`src/rtl/skss_pkg.sv`:
```
`timescale 1ns / 1ps
// ============================================================================
// skss_pkg
// Shared types and constants of the sorted key set.
// ============================================================================
package skss_pkg;

	localparam int NODES   = 1024;
	localparam int KEY_W   = 32;
	localparam int FUNC_W  = 2;
	localparam int CNT_W   = $clog2(NODES + 1);
	localparam int GROUP   = 32;
	localparam int NGROUPS = (NODES + GROUP - 1) / GROUP;
	localparam int SEED_W  = 16;
	localparam int APB_AW  = 3;
	localparam int APB_DW  = 32;

	localparam logic [FUNC_W-1:0] FUNC_SEARCH = 2'd0;
	localparam logic [FUNC_W-1:0] FUNC_ADD    = 2'd1;
	localparam logic [FUNC_W-1:0] FUNC_ERASE  = 2'd2;

	localparam logic REG_COIN_SEED = 1'b0;

	typedef struct packed {
		logic [FUNC_W-1:0]       func;
		logic signed [KEY_W-1:0] key;
	} req_t;

	typedef struct packed {
		logic             success;
		logic             store_full;
		logic [CNT_W-1:0] key_count;
	} rsp_t;

	typedef struct packed {
		logic cmp;
		logic ins;
		logic del;
	} cell_ctrl_t;

endpackage

```
`src/rtl/skss_cell.sv`:
```
`timescale 1ns / 1ps
// ============================================================================
// skss_cell
// One slot of the sorted key chain: compares against the request key and
// shifts keys to or from its neighbors on insert and erase.
// ============================================================================
module skss_cell (
	input  logic                             clk,
	input  skss_pkg::cell_ctrl_t             ctrl,
	input  logic signed [skss_pkg::KEY_W-1:0] req_key,
	input  logic                             valid,
	input  logic signed [skss_pkg::KEY_W-1:0] prev_key,
	input  logic                             prev_gt,
	input  logic signed [skss_pkg::KEY_W-1:0] next_key,
	output logic signed [skss_pkg::KEY_W-1:0] key,
	output logic                             gt,
	output logic                             eq
);
	import skss_pkg::*;

	logic signed [KEY_W-1:0] key_q;
	logic                    gt_q;
	logic                    eq_q;

	always_ff @(posedge clk) begin
		if (ctrl.cmp) begin
			gt_q <= !valid || (key_q > req_key);
			eq_q <= valid && (key_q == req_key);
		end
		if (ctrl.ins && gt_q) begin
			key_q <= prev_gt ? prev_key : req_key;
		end else if (ctrl.del && (gt_q || eq_q)) begin
			key_q <= next_key;
		end
	end

	assign key = key_q;
	assign gt  = gt_q;
	assign eq  = eq_q;

endmodule

```
`config.mk`:
```
export PLATFORM = sky130hd
export DESIGN_NAME = skss_cell
export DESIGN_NICKNAME = d
export VERILOG_FILES = /design/src/rtl/skss_pkg.sv /design/src/rtl/skss_cell.sv
export SDC_FILE = /design/constraint.sdc
export NUM_CORES = 1
export LEC_CHECK = 0
export ABC_AREA = 0
export BUFFER_PORTS_ARGS = -buffer_cell sky130_fd_sc_hd__buf_4
export CAP_MARGIN = 20
export CORE_MARGIN = 1.5
export CORE_UTILIZATION = 45
export CTS_CLUSTER_SIZE = 40
export DETAILED_ROUTE_END_ITERATION = 12
export PLACE_DENSITY = 0.89
export SLEW_MARGIN = 20
export SYNTH_ARGS = -nofsm -noshare
export SYNTH_HDL_FRONTEND = slang
export SYNTH_SLANG_ARGS = --single-unit
export TNS_END_PERCENT = 30
```
`constraint.sdc`:
```
create_clock -name clk -period 3.6 [get_ports clk]
set_clock_uncertainty 0.15 [all_clocks]
set_input_delay 0.9 -clock clk [delete_from_list [all_inputs] [get_ports clk]]
set_output_delay 0.9 -clock clk [all_outputs]
set_load 0.05 [all_outputs]
```
==> run metrics, run 1 <==
status=complete, no violations; PortBufs=135; EDFF count, synth=34; placed instance area=3605 µm²; Nets=531; Critical path origin=req_key[31]; crit end category=flip-flop; crit path DAT=2560 ps; clock root cell=clkbuf_8; layout cells sized above 1=0.3662; syn avg cell area=9.500 µm²; DR WL/cell=13.90 µm; cell taking the most area after synthesis=edfxtp_1; Post-CTS Resized=0; via count=2342; Iteration-0 DRC Markers=90; Worst slew margin=0.3833; Synth Flop Type=edfxtp_1; Routed WL=6503 µm; clock sinks=34; mapped cell area=2517 µm²; Reg clk slew, reported paths=70 ps; H-tree depth=2; Hold Path Class=input pin to flip-flop; row count=27; Slew Viols, Final=0; Pleak=1.847 nW; ant diodes=0; Tmin final=2683 ps; Clock Tree Buf Depth=2; die area=6052 µm²; Placed Cells=462; Ys Warns=0; share of flip-flops with an asynchronous set or reset=0; DRC viols=0; Required @ worst endpoint=3480 ps; R2R Path Start=key[30]; Synth top cells by count=47 x a21oi_1, 39 x nor2_1, 34 x edfxtp_1, 33 x inv_1, 33 x mux2i_1; Design Area, Final=3677 µm²; PD cells=369.3 nW/µm²; largest net degree at the start of global routing=37; register bit total from synthesis=34; TritonCTS clock tree=yes; worst-skew pair later-pin latency=280 ps; starting density of the core=0.4628; total CTS buffers=5; setup TNS=0 ps; crit start category=input pin; post-synth cell types=24; top-count cell post-synth=a21oi_1; core area=5439 µm²; post-DP HPWL=5318 µm; Setup Fix Bufs, Post-CTS=0; Synth Net Count=399; die width=77.80 µm; RePlAce Congestion=0.7773; worst slew pin tran=922.9 ps; maximum VDD drop=202.5 µV; initial antenna violation count=0; sequential fraction of the synthesis area=0.4056; worst-path maximum fanout=5; GRT overflow=0; area growth from synthesis to layout=46.07%; Final Non-Filler Cells=468; final hold viol count=0; GRT Total Usage=0.2250; Routed Antenna Nets=0; vias in the first global route=2507; crit share post-route=0.7453; Mapped Cells=265; IO Count=136; post-synth top area share=0.4056; RSZ-0062 raised after global routing=no; Worst Min Path Start=ctrl[2]; max_cap viols=0; routed vias/inst=5.004; # fillers=447; critical path type=input pin to flip-flop; Die Ht=77.80 µm; # hold bufs at CTS=0; f_max=372.7 MHz; Setup Viol. Count Final=0; largest cells by area after synthesis=edfxtp_1 41%, ha_1 16%, mux2i_1 13%, a21oi_1 9.3%, nor2_1 5.8%; first-pass GRT wire length=10830 µm; drt pass-1 iters=4
==> path summary, 6_finish.rpt <==
kind	depth (start not counted)	endpoint	slack, ps
worst max-delay path	9	gt	920
worst min register to register	4	gt	800
worst min-delay path	1	eq	680
worst max register to register	7	gt	1260
==> state kept, by name, indices dropped and copies added, names as in the netlist <==
signal and count:
key 32, eq 1, gt 1
==> logic make-up after synthesis <==
kind of cell / synth area share
compound gates: 0.1228
fa+ha+maj: 0.1590
buf+inv: 0.06709
flops: 0.4056
mux: 0.1312
simple gates: 0.1143
==> routing by layer <==
| layer | routed length, µm | track usage |
|---|---|---|
| met5 | 0 | 0 |
| met4 | 145 | 0.08182 |
| met3 | 425 | 0.05647 |
| met2 | 3376 | 0.4130 |
| met1 | 2555 | 0.2476 |
==> final cells by class <==
class	instances	area [µm²]	share of cell area
Sequential cell	34	1021	0.2776
Inverter	33	123.9	0.03368
Tap cell	72	90.09	0.02450
Timing Repair Buffer	136	1033	0.2810
Multi-Input combinational cell	187	1336	0.3634
Clock buffer	5	68.82	0.01871
Clock inverter	1	3.754	0.001021
==> per-stage QoR <==
step / setup slack [ps] / util / hold slack (ps) / power, mW
3_5_place_dp: 640.2 / 0.6628 / 790.3 / 1.117
2_1_floorplan: 696.1 / - / 862.5 / 0.8952
5_1_grt: 833.3 / 0.6761 / 666.5 / 1.442
6_report: 916.8 / 0.6761 / 676.2 / 1.358
3_3_place_gp: 668.1 / 0.6628 / 774.3 / 1.099
4_1_cts: 940.1 / 0.6761 / 668.3 / 1.371
==> layout by cell type, fill, tap and decap left out, types with 2 or more instances in the layout <==
cell type  instances
inv_1             33
clkbuf_8           5
edfxtp_1          34
buf_4            135
ha_1              32
o21ai_0            5
nand3_1            4
nand2_1           11
a21o_1             2
mux2i_1           33
nand4_1            4
a21oi_1           47
nor2_1            38
==> critical path, stage by stage <==
cell	delay (ps)
buf_4	80
inv_1	30
ha_1	350
nand4_1	210
nor2_1	60
a221o_1	290
a211o_1	310
nor4b_2	260
a211oi_1	60
==> where the power goes <==
part / internal (mW) / switching [mW]
combinational: 0.225 / 0.348
sequential: 0.504 / 0.0280
clock: 0.126 / 0.127
total: 0.855 / 0.503
No activity file was read; power rests on OpenSTA's default activity.
==> run 2, diff against run 1 <==
Settings changed: ABC_AREA 0 to 1.
Clock period 3.6 ns to 2.6 ns, I/O delays scaled along.
==> run 2 against run 1 <==
First-iteration DRC count unchanged. Global-route usage is 1.2 points higher. Flip-flop and latch count did not move. Largest cell class unchanged. Non-clock buffer count increased by 4. Largest power group unchanged. Highest routed layer unchanged.
==> run metrics, run 2 <==
status=complete, no violations; Required @ worst endpoint=2470 ps (-1010 ps); crit end category=flip-flop; worst slew pin tran=923.6 ps (+0.6860 ps); die width=78.68 µm (+1.1%); Worst Min Path Start=ctrl[2]; GR Util met3=0.03140 (-0.02508); via count=2737 (+17%); total CTS buffers=5 (unchanged); die area=6191 µm² (+2.3%); Post-CTS Resized=0 (unchanged); Clock Tree Buf Depth=2 (unchanged); Placed Cells=530 (+15%); syn avg cell area=7.787 µm² (-18%); Slew Viols, Final=0 (unchanged); met2 GRT Util=0.4560 (+0.04299); final total power=1.893 mW (+39%); layout cells sized above 1=0.3240 (-0.04213); maximum VDD drop=336.0 µV (+66%); top-count cell post-synth=a21oi_1; GR Layer Usage met1=0.2570 (+0.009391); register bit total from synthesis=34 (unchanged); CP max-delay cell=clkinv_1; Synth top cells by count=78 x a21oi_1, 70 x nand2_1, 45 x inv_1, 39 x nor2_1, 34 x edfxtp_1; R2R Path Start=gt; max FFs per register=32 (unchanged); PortBufs=135 (unchanged); Final Non-Filler Cells=538 (+15%); Nets=599 (+13%); Hold Path Class=input pin to flip-flop; ant diodes=0 (unchanged); most used routing layer=met2; RePlAce Congestion=0.8041 (+3.4%); R2R Setup Slk=390 ps (-870 ps); Tmin final=2208 ps; routed vias/inst=5.087 (+1.7%); Setup Fix Bufs, Post-CTS=0 (unchanged); vias in the first global route=2735 (+9.1%); starting density of the core=0.4681 (+0.005228); # hold bufs at CTS=0 (unchanged); crit share post-route=0.8492; largest cells by area after synthesis=edfxtp_1 40%, ha_1 16%, a21oi_1 15%, nand2_1 10%, inv_1 6.6%; mapped cell area=2577 µm² (+2.4%); Mapped Cells=331 (+25%); largest net degree at the start of global routing=34 (-8.1%); PD cells=506.2 nW/µm² (+37%); TritonCTS clock tree=yes; Ys Warns=0 (unchanged); Critical Path, Cell by Cell=nand2_1, clkinv_1, nor2_1, a21oi_1; most frequent cells in the layout=140 x buf_4, 78 x a21oi_1, 70 x nand2_1; post-synth cell types=18 (-25%); GRT Total Usage=0.2372 (+0.01220); cell taking the most area after synthesis=edfxtp_1; critical path type=flip-flop to flip-flop; clock sinks=34 (unchanged); DR WL/cell=13.67 µm (-1.6%); Synth Flop Type=edfxtp_1; GRT overflow=0 (unchanged); drt pass-1 iters=5 (+1); IO Count=136 (unchanged); max_cap viols=0 (unchanged); Setup Viol. Count Final=0 (unchanged); post-DP HPWL=5796 µm (+9.0%); first-pass GRT wire length=11580 µm (+6.9%); area growth from synthesis to layout=45.10%; post-synth top area share=0.3961 (-0.009450); Synth Net Count=465 (+17%); Iteration-0 DRC Markers=90 (unchanged); row count=27 (unchanged); fin util=0.6792 (+0.003066); Worst slew margin=0.3805 (-0.002804); share of flip-flops with an asynchronous set or reset=0 (unchanged); crit path DAT=2080 ps (-480 ps); H-tree depth=2 (unchanged); final hold viol count=0 (unchanged); sequential fraction of the synthesis area=0.3961 (-0.009450); crit start category=flip-flop; commonest non-fill, non-tap cell in the layout=buf_4; Routed WL=7357 µm (+13%); RSZ-0062 raised after global routing=no; Die Ht=78.68 µm (+1.1%); initial antenna violation count=0 (unchanged); DRC viols=0 (unchanged); Routed Antenna Nets=0 (unchanged); worst-skew pair later-pin latency=280 ps (about the same); Critical path origin=gt; Reg clk slew, reported paths=70 ps (about the same); Pleak=1.917 nW (+3.8%); core area=5507 µm² (+1.2%); f_max=452.9 MHz; EDFF count, synth=34 (unchanged); worst-path maximum fanout=32 (+27); clock root cell=clkbuf_8; Critical Path Max Stage Delay=730 ps (+380 ps); setup TNS=0 ps (unchanged)
run 2: cell families (layout without fill, tap and decap cells):
family | after synthesis | in the layout | synth area share
AOI/OAI and AO/OA | 84 | 84 | 0.1660
adders and majority gates | 32 | 32 | 0.1553
buffers and inverters | 58 | 193 | 0.08835
DFF | 34 | 34 | 0.3961
and+or+nand+nor | 123 | 123 | 0.1942
run 2: final timing paths:
check,end,cells past startpoint
setup / recovery,key[18],4
hold / removal,eq,1
setup reg to reg,key[18],4
hold reg to reg,key[17],3
run 2: routing by layer:
metal  up-vias  share of wire  routed length, µm
li1       1369              -                  -
met1      1243           0.39               2844
met2       107           0.54               3953
met3        18          0.054                399
met4         0          0.022                159
met5         -              0                  0
run 2: per-stage QoR:
step                hold slack (ps)  cell area (µm²)  setup WS (ps)
floorplan                     612.5             2577          220.1
global route                  422.0             3740          201.2
global placement              704.6             3660          328.0
finish                        430.8             3740          392.0
detailed placement            723.3             3660          275.5
CTS                           427.5             3740          578.7
run 2: area by class of cell:
cell class                 instances  area [µm²]
clock buffer                       5       68.82
tap                               72       90.09
clock inverter                     3       11.26
timing repair buffer             140        1051
multi-input combinational        239        1329
sequential                        34        1021
fill                             475        1767
inverter                          45       168.9
run 2: worst max-delay path: cells and delay by family (launching register included):
| family | cells | cell delay [ps] |
|---|---|---|
| AOI/OAI and AO/OA | 1 | 90 |
| buffers and inverters | 1 | 730 |
| DFF | 1 | 450 |
| and+or+nand+nor | 2 | 520 |
run 2: power by group:
part           internal [mW]  switching, mW
logic                  0.306          0.495
clock network          0.179          0.185
registers              0.690         0.0376
