--- config.mk ---
export PLATFORM = sky130hd
export DESIGN_NAME = skss_or_tree
export DESIGN_NICKNAME = d
export VERILOG_FILES = /design/src/rtl/skss_pkg.sv /design/src/rtl/skss_or_tree.sv
export SDC_FILE = /design/constraint.sdc
export NUM_CORES = 1
export LEC_CHECK = 0
export ABC_AREA = 1
export BUFFER_PORTS_ARGS = -buffer_cell sky130_fd_sc_hd__buf_2
export CAP_MARGIN = 20
export CORE_AREA = 2 2 395 397
export CTS_CLUSTER_SIZE = 40
export DETAILED_ROUTE_END_ITERATION = 12
export DIE_AREA = 0 0 397 399
export PLACE_DENSITY = 0.3
export SETUP_SLACK_MARGIN = 0.02
export SYNTH_ARGS = -nofsm -noshare
export SYNTH_HDL_FRONTEND = slang
export SYNTH_SLANG_ARGS = --single-unit
--- constraint.sdc ---
create_clock -name clk -period 2.4 [get_ports clk]
set_clock_uncertainty 0.15 [all_clocks]
set_input_delay 0.36 -clock clk [delete_from_list [all_inputs] [get_ports clk]]
set_output_delay 0.36 -clock clk [all_outputs]
set_load 0.03 [all_outputs]
--- src/rtl/skss_pkg.sv ---
`timescale 1ns / 1ps
// ============================================================================
// skss_pkg
// Shared types and constants of the sorted key set.
// ============================================================================
package skss_pkg;

	localparam int NODES   = 1024;
	localparam int KEY_W   = 32;
	localparam int FUNC_W  = 2;
	localparam int CNT_W   = $clog2(NODES + 1);
	localparam int GROUP   = 32;
	localparam int NGROUPS = (NODES + GROUP - 1) / GROUP;
	localparam int SEED_W  = 16;
	localparam int APB_AW  = 3;
	localparam int APB_DW  = 32;

	localparam logic [FUNC_W-1:0] FUNC_SEARCH = 2'd0;
	localparam logic [FUNC_W-1:0] FUNC_ADD    = 2'd1;
	localparam logic [FUNC_W-1:0] FUNC_ERASE  = 2'd2;

	localparam logic REG_COIN_SEED = 1'b0;

	typedef struct packed {
		logic [FUNC_W-1:0]       func;
		logic signed [KEY_W-1:0] key;
	} req_t;

	typedef struct packed {
		logic             success;
		logic             store_full;
		logic [CNT_W-1:0] key_count;
	} rsp_t;

	typedef struct packed {
		logic cmp;
		logic ins;
		logic del;
	} cell_ctrl_t;

endpackage

--- src/rtl/skss_or_tree.sv ---
`timescale 1ns / 1ps
// ============================================================================
// skss_or_tree
// Two-level registered OR of the match flags of all cells.
// ============================================================================
module skss_or_tree (
	input  logic                       clk,
	input  logic [skss_pkg::NODES-1:0] bits,
	output logic                       found
);
	import skss_pkg::*;

	logic [NGROUPS-1:0] grp_s1;
	logic               found_s2;

	for (genvar g = 0; g < NGROUPS; g++) begin : g_grp
		always_ff @(posedge clk) begin
			logic acc;
			acc = 1'b0;
			for (int j = 0; j < GROUP; j++) begin
				if (g * GROUP + j < NODES) begin
					acc = acc | bits[g * GROUP + j];
				end
			end
			grp_s1[g] <= acc;
		end
	end

	always_ff @(posedge clk) begin
		found_s2 <= |grp_s1;
	end

	assign found = found_s2;

endmodule

==> results of run 1 <==
## power groups by stage
stage / registers [mW] / clock network [mW] / logic [mW]
after CTS: 0.547 / 1.13 / 1.44
after detailed placement: 0.560 / 0 / 1.43
final: 0.547 / 0.984 / 1.41
after global routing: 0.547 / 1.11 / 1.59
after global placement: 0.560 / 0 / 1.42
after floorplan: 0.560 / 0 / 0.390
## Yosys cell counts, drive strengths merged
| cell type | count |
|---|---|
| nor2 | 462 |
| and2 | 66 |
| nand2 | 396 |
| dfxtp | 33 |
| nand4 | 33 |
| inv | 528 |
## worst min-delay path by stage
stage | from | to | slack, ns | cells past startpoint
6_report | bits[365] | grp_s1[11] | 0.15 | 5
5_1_grt | bits[141] | grp_s1[4] | 0.14 | 5
4_1_cts | bits[141] | grp_s1[4] | 0.11 | 5
3_5_place_dp | grp_s1[28] | found | 0.43 | 4
3_3_place_gp | grp_s1[28] | found | 0.41 | 4
2_1_floorplan | grp_s1[28] | found | 0.32 | 4
## metrics by stage
stage,utilization [%],cells
final,9.43,4607
after global placement,9.30,4593
after detailed placement,9.30,4593
after global routing,9.42,4605
after CTS,9.42,4601
after floorplan,-,1518
## routing by layer
metal  routed length [um]  vias to the layer above  part of all wire (%)
met1                23600                     4755                    38
met4                 1750                        0                   2.8
li1                     -                     6177                     -
met3                 3580                       35                   5.8
met2                32600                      525                    53
met5                    0                        -                     0
## kinds of logic (layout without fill, tap and decap cells)
logic type | count (synthesis) | in the layout
buffers and inverters | 528 | 1567
DFF | 33 | 33
other | 0 | 6
and+or+nand+nor | 957 | 957
## worst reg2reg max path, cell delays in order, from the launching register on
cell and delay (ns):
dfxtp_1 0.35, inv_1 0.06, nand2_1 0.09, nor2_2 0.18, nand2_1 0.19, nor2_1 0.14, nand2_1 0.06
## registers in the layout, indices dropped and copies added (netlist names)
name    cells
grp_s1     32
found       1
## area by class of cell
cell class	count	area, sq um
fill	18600	139000
sequential	33	661
multi-input combinational	957	3920
clock buffer	7	143
inverter	528	1980
clock inverter	1	30.0
tap	2044	2560
timing repair buffer	1031	5170
antenna	6	15.0
==> results.toml, run 1 <==
[status]
outcome = "finished, final reports clean"

[global_routing]
met3_usage_pct = 1.20
grtUsageMet1_pct = 8.10
use_met2_pct = 13.6
antenna_found_initial = 10
grt_overflow_total = 0
top_usage_layer = "met2"
grt_pass1_wl_um = 78500
grt_start_max_net_pins = 11
grt_util_all_layers_pct = 7.24
grt_pass1_vias = 11700

[timing]
slew_headroom_pct = 36.1
max_slew.worst_pin.slew_ns = 0.955
worst_slack_ns = 0.928
tns_ns = 0
setup_viol = 0
final_max_slew_viol_count = 0
whs_ns = 0.153
min_period_ns = 1.47
max_freq_ghz = 0.679
rsz0062_at_grt = "false"
period_share_pct = 61.3
finalHoldViolations = 0

[power]
combPwrFrac_pct = 48.0
peakVddDrop_v = 0.000250
switching_share_pct = 37.4
finalPower_mw = 2.94
powerDensity_nw_per_um2 = 203
p_seq_share_pct = 18.6
p_leak_nw = 8.77
p_sw_mw = 1.10
pwr-share-clk_pct = 33.4
internal_power_mw = 1.84

[final_layout]
layout_common_cells = "buf_2 (1025), inv_1 (528), nor2_1 (429)"
final_area_sq_um = 14500
drive_above_1_share_pct = 41.9
area_delta_synth_final_pct = 121
final_common_cell = "buf_2"
fin_nets = 3581

[worst_setup_path]
worstSetupStartpoint = "found"
rrSetupSlack_ns = 1.10
worstSetupEndpoint = "found"
crit_type = "flip-flop to output pin"
cp_top_family = "flip-flops"
critPathMaxStageDelay_ns = 0.32
worstPathMaxFanout = 1
crit_chain = "buf_2"
required_ns = 1.89
endpoint_kind = "output pin"
r2r-end = "found"
r2r_start = "grp_s1[16]"
cp.arrival_ns = 0.96
cp-start-kind = "flip-flop"
cp.depth = 1
cp_num_buf_inv = 1
rr_worst_depth = 6
slowest_stage = "dfxtp_1"

[job]
cap_violations = 0

[place]
pre_cts_ws_ns = 0.480
portBuffers = 1025
post-dp-hpwl_um = 58500
gp_congestion = 0.903
postPlaceCellArea_sq_um = 14300

[yosys]
synthCells = 1518
syn_nets = 2543
synthXorXnorAreaFrac_pct = 0
yosysTopAreaCell = "inv_1"
synth_top_area_share_pct = 30.2
synth.area.mux_share_pct = 0
synth-simple-area-share_pct = 59.7
ys_warn_count = 0
syn_area_per_cell_sq_um = 4.32
synth_fa_ha_area_share_pct = 0
synth_compound_area_share_pct = 0
synth_area_sq_um = 6570
yosys-top-cells-area = "inv_1 (30%), nor2_1 (25%), nand2_1 (23%), dfxtp_1 (10%), and2_1 (6.3%)"
synth_top_family_by_area = "simple AND/OR/NAND/NOR gates"
ys_ff_latch = 33
yosysUniqueCellTypes = 7
yosysSeqAreaShare_pct = 10.1

[floorplanning]
rows = 144
die_h_um = 399
core_area_sq_um = 154000
die_x_um = 397
dieArea_sq_um = 158000
io_pins = 1026
start_util_pct = 4.27

[detailed_routing]
drtIter0Drc = 486
viasPerCell = 2.49
postRouteAntennaNets = 0
via_count = 11500
drtPass1Iterations = 5
drc_errors = 0
wl_um = 61500
wl_per_cell_um = 13.4

[clock_network]
htree_levels = 2
ctsResizeCount = 0
holdBufCountCts = 0
clk_latency_ns = 0.35
post_cts_buffers = 0
cts_sinks = 33
cts_tree = "built"
cts_inserted_buffers = 5
clk_pin_slew_ns = 0.10
ctsLongestPathBuffers = 2
cts-root-buf = "clkbuf_16"

[worst_hold_path]
hold_path_class = "input port to flip-flop"
No activity file was read; power rests on OpenSTA's default activity.
==> inputs of run 2 (changes only) <==
--- a/config.mk
+++ b/config.mk
@@ -8,10 +8,10 @@
 export ABC_AREA = 1
 export BUFFER_PORTS_ARGS = -buffer_cell sky130_fd_sc_hd__buf_2
 export CAP_MARGIN = 20
-export CORE_AREA = 2 2 395 397
+export CORE_AREA = 2 2 405 407
 export CTS_CLUSTER_SIZE = 40
 export DETAILED_ROUTE_END_ITERATION = 12
-export DIE_AREA = 0 0 397 399
+export DIE_AREA = 0 0 407 409
 export PLACE_DENSITY = 0.3
 export SETUP_SLACK_MARGIN = 0.02
 export SYNTH_ARGS = -nofsm -noshare
==> constraint.sdc (replaced) <==
create_clock -name clk -period 1.3 [get_ports clk]
set_clock_uncertainty 0.15 [all_clocks]
set_input_delay 0.195 -clock clk [delete_from_list [all_inputs] [get_ports clk]]
set_output_delay 0.195 -clock clk [all_outputs]
set_load 0.03 [all_outputs]
==> results.toml, run 2 (synthesis results as in run 1) <==
[status]
outcome = "finished, final reports clean"

[final_layout]
final_area_sq_um = 15900
drive_above_1_share_pct = 41.6
fillers = 19400
final_common_cell = "buf_2"
area_delta_synth_final_pct = 142
layout_common_cells = "buf_2 (1024), inv_1 (527), nor2_1 (418)"
fin_nets = 3696
top_register = "grp_s1"
largest_register_ff_count = 32

[floorplanning]
io_pins = 1026
die_x_um = 407
start_util_pct = 4.05
core_area_sq_um = 162000
rows = 148
die_h_um = 409
dieArea_sq_um = 166000

[worst_setup_path]
r2r-end = "found"
cp-start-kind = "flip-flop"
slowest_stage = "dfxtp_4"
crit_chain = "buf_8"
critPathMaxStageDelay_ns = 0.42
cp_num_buf_inv = 1
worstPathMaxFanout = 1
crit_type = "flip-flop to output pin"
required_ns = 0.95
cp_top_family = "flip-flops"
worstSetupStartpoint = "found"
rrSetupSlack_ns = 0.11
endpoint_kind = "output pin"
r2r_start = "grp_s1[23]"
rr_worst_depth = 6
cp.depth = 1
cp.arrival_ns = 0.90

[clock_network]
cts_tree = "built"
cts_sinks = 33
cts-root-buf = "clkbuf_16"
post_cts_buffers = 0
clk_pin_slew_ns = 0.09
cts_inserted_buffers = 5
ctsLongestPathBuffers = 2
clk_latency_ns = 0.35
htree_levels = 2

[worst_hold_path]
hold_start = "bits[12]"
holdPathEnd = "grp_s1[0]"
hold_path_class = "input port to flip-flop"
min_path_cells = 5

[detailed_routing]
wl_per_cell_um = 13.2
drc_errors = 0
drtPass1Iterations = 5
postRouteAntennaNets = 0
via_count = 12000
wl_um = 64100
viasPerCell = 2.46
drtIter0Drc = 418

[timing]
rsz0062_at_grt = "true"
period_share_pct = 95.6
whs_ns = 0.0322
min_period_ns = 1.24
finalHoldViolations = 0
slew_headroom_pct = 70.2
final_max_slew_viol_count = 0
setup_viol = 0
worst_slack_ns = 0.0575
max_slew.worst_pin.slew_ns = 0.445
max_freq_ghz = 0.805

[global_routing]
antenna_found_initial = 5
grt_pass1_vias = 12700
grt_pass1_wl_um = 84700
grt_start_max_net_pins = 13
grt_overflow_total = 0
grt_util_all_layers_pct = 7.32

[job]
cap_violations = 0

[place]
gp_congestion = 0.919
portBuffers = 1025
postPlaceCellArea_sq_um = 14700
pre_cts_ws_ns = -0.424
post-dp-hpwl_um = 59600

[power]
p_leak_nw = 9.31
powerDensity_nw_per_um2 = 358
peakVddDrop_v = 0.000480
-- run 2: how the worst max path moves through the flow --
| stage | to |
|---|---|
| after floorplan | found |
| after global placement | grp_s1[27] |
| after detailed placement | grp_s1[3] |
| after CTS | found |
| after global routing | found |
| final | found |
-- run 2: layout make-up --
cell class,count,area (sq um),area share (%)
timing repair buffer,1146,6350,39.9
multi-input combinational,957,4000,25.2
tap,2175,2720,17.1
inverter,528,1980,12.5
sequential,33,666,4.19
clock buffer,5,125,0.787
clock inverter,3,46.3,0.291
antenna,4,10.0,0.0630
-- run 2: repair_timing --
item	4_1_cts	5_1_grt
endpoints found under the hold margin	21	0
pin swaps	6	2
gates resized for setup	28	6
hold buffers	98	0
setup endpoints to repair	4	5
-- run 2: layer usage --
layer	up-vias	routed length (um)	GRT usage, %	share of wire, %
met1	4952	25500	8.31	40
met4	0	1930	2.61	3.0
met5	-	0	0	0
met3	60	3700	1.03	5.8
met2	535	33000	13.7	51
li1	6404	-	-	-
-- run 2: power by group --
group          internal, mW  leakage [nW]  switching [mW]
registers              1.01         0.267  0.000000000338
logic                  1.63          8.96            1.26
clock network         0.920        0.0800           0.867
-- run 2: per-stage QoR --
step | setup TNS [ns] | utilization [%] | cells | total power [mW]
5_1_grt | -0.0227 | 9.81 | 4850 | 6.33
4_1_cts | -0.0482 | 9.79 | 4847 | 6.05
2_1_floorplan | 0 | - | 1518 | 1.75
6_report | 0 | 9.81 | 4851 | 5.69
3_3_place_gp | -2.56 | 9.06 | 4743 | 3.70
3_5_place_dp | -2.47 | 9.06 | 4743 | 3.71
==> inputs of run 3 (changes only) <==
--- a/config.mk
+++ b/config.mk
@@ -8,11 +8,13 @@
 export ABC_AREA = 1
 export BUFFER_PORTS_ARGS = -buffer_cell sky130_fd_sc_hd__buf_2
 export CAP_MARGIN = 20
-export CORE_AREA = 2 2 405 407
+export CELL_PAD_IN_SITES_DETAIL_PLACEMENT = 1
+export CELL_PAD_IN_SITES_GLOBAL_PLACEMENT = 1
+export CORE_AREA = 2 2 398 400
 export CTS_CLUSTER_SIZE = 40
 export DETAILED_ROUTE_END_ITERATION = 12
-export DIE_AREA = 0 0 407 409
-export PLACE_DENSITY = 0.3
+export DIE_AREA = 0 0 400 402
+export PLACE_DENSITY = 0.37
 export SETUP_SLACK_MARGIN = 0.02
 export SYNTH_ARGS = -nofsm -noshare
 export SYNTH_HDL_FRONTEND = slang
==> constraint.sdc (replaced) <==
create_clock -name clk -period 1.1 [get_ports clk]
set_clock_uncertainty 0.15 [all_clocks]
set_input_delay 0.165 -clock clk [delete_from_list [all_inputs] [get_ports clk]]
set_output_delay 0.165 -clock clk [all_outputs]
set_load 0.03 [all_outputs]
==> results.toml, run 3 (synthesis results as in run 1) <==
[place]
gp_congestion = 0.871
post-dp-hpwl_um = 63300
postPlaceCellArea_sq_um = 14700
pre_cts_ws_ns = -0.573
portBuffers = 1025

[clock_network]
clk_latency_ns = 0.34
holdBufCountCts = 35
ctsLongestPathBuffers = 2
cts_inserted_buffers = 5
cts-root-buf = "clkbuf_16"
post_cts_buffers = 0
cts_sinks = 33
clk_pin_slew_ns = 0.09
htree_levels = 2
cts_tree = "built"

[floorplanning]
rows = 146
io_pins = 1026
start_util_pct = 4.18
die_h_um = 402
die_x_um = 400
core_area_sq_um = 157000
dieArea_sq_um = 161000

[power]
p_sw_mw = 2.43
internal_power_mw = 3.85
p_seq_share_pct = 18.9
p_leak_nw = 9.30
pwr-share-clk_pct = 29.3
combPwrFrac_pct = 51.7
powerDensity_nw_per_um2 = 410
peakVddDrop_v = 0.000472
switching_share_pct = 38.7

[final_layout]
final_common_cell = "buf_2"
layout_common_cells = "buf_2 (1004), inv_1 (525), nor2_1 (407)"
area_delta_synth_final_pct = 133
drive_above_1_share_pct = 43.3
largest_register_ff_count = 32
top_register = "grp_s1"
final_area_sq_um = 15300
fillers = 19800
fin_nets = 3631

[detailed_routing]
wl_um = 66400
drc_errors = 0
viasPerCell = 2.51
postRouteAntennaNets = 0
drtPass1Iterations = 4
wl_per_cell_um = 14.2
via_count = 11800
drtIter0Drc = 297

[worst_setup_path]
r2r-end = "found"
endpoint_kind = "output pin"
rrSetupSlack_ns = -0.03
cp-start-kind = "flip-flop"
crit_type = "flip-flop to output pin"
critPathMaxStageDelay_ns = 0.35
cp_top_family = "flip-flops"
cp_num_buf_inv = 1
slowest_stage = "dfxtp_2"
worstSetupEndpoint = "found"
cp.arrival_ns = 0.83
worstPathMaxFanout = 1
required_ns = 0.78
r2r_start = "grp_s1[17]"
cp.depth = 1
rr_worst_depth = 6
crit_chain = "buf_12"
worstSetupStartpoint = "found"

[global_routing]
top_usage_layer = "met2"
use_met2_pct = 15.6
grt_pass1_vias = 13100
antenna_found_initial = 18
grt_pass1_wl_um = 88500
grt_start_max_net_pins = 12
grt_util_all_layers_pct = 7.92
grtUsageMet1_pct = 8.40
met3_usage_pct = 1.46
grt_overflow_total = 0

[status]
outcome = "finished with violations"
violations = "negative hold slack, negative setup slack"

[timing]
max_freq_ghz = 0.870
final_max_slew_viol_count = 0
worst_slack_ns = -0.0496
period_share_pct = 105
finalHoldViolations = 3
slew_headroom_pct = 80.0
whs_ns = -0.0167
min_period_ns = 1.15
setup_viol = 2
max_slew.worst_pin.slew_ns = 0.299
rsz0062_at_grt = "true"

[worst_hold_path]
hold_path_class = "input port to flip-flop"
min_path_cells = 5

[job]
cap_violations = 0
run 3: cell types whose count changed in the layout (fill, tap and decap cells not counted), sizes merged:
cell / before / now
bufinv: 1 / 0
dlymetal6s4s: 1 / 21
clkinv: 1 / 2
buf: 1048 / 1046
diode: 4 / 9
dlygate4sd3: 97 / 14
run 3: final cells by class:
class	count	area (sq um)	share of cell area, %
inverter	528	1980	13.0
tap	2072	2590	16.9
sequential	33	673	4.39
clock buffer	5	125	0.817
multi-input combinational	957	4070	26.6
clock inverter	3	17.5	0.114
antenna	9	22.5	0.147
timing repair buffer	1081	5840	38.1
run 3: layer usage:
metal | routed length (um) | vias up | share of wire, %
li1 | - | 6281 | -
met1 | 25200 | 4979 | 38
met2 | 36100 | 466 | 54
met3 | 3780 | 38 | 5.7
met4 | 1290 | 4 | 1.9
met5 | 27 | - | 0.041
run 3: stage by stage:
stage / total power, mW / std cells / utilization (%) / TNS [ns] / hold slack [ns]
detailed placement: 4.43 / 4657 / 9.34 / -4.35 / 0.333
finish: 6.27 / 4688 / 9.75 / -0.0806 / -0.0167
floorplan: 2.07 / 1518 / - / 0 / 0.187
global placement: 4.39 / 4657 / 9.34 / -4.39 / 0.330
CTS: 6.75 / 4700 / 9.72 / -0.386 / -0.0556
global route: 7.05 / 4687 / 9.75 / -0.214 / -0.0133
run 3: how the worst min path moves through the flow:
| stage | from | endpoint |
|---|---|---|
| after floorplan | bits[13] | grp_s1[0] |
| after CTS | bits[718] | grp_s1[22] |
| after global routing | bits[234] | grp_s1[7] |
| final | bits[234] | grp_s1[7] |
| after detailed placement | bits[396] | grp_s1[12] |
| after global placement | bits[335] | grp_s1[10] |
run 3: power groups by stage:
stage	Combinational, mW	Clock, mW	Sequential (mW)
2_1_floorplan	0.851	0	1.22
3_3_place_gp	3.16	0	1.22
3_5_place_dp	3.20	0	1.22
4_1_cts	3.33	2.22	1.19
5_1_grt	3.69	2.17	1.19
6_report	3.25	1.84	1.19
run 3: repair_timing:
item / CTS / global route
pin swaps: 8 / 48
hold endpoints to repair: 18 / 2
endpoints found under the setup margin: 5 / 13
resized for setup: 31 / 54
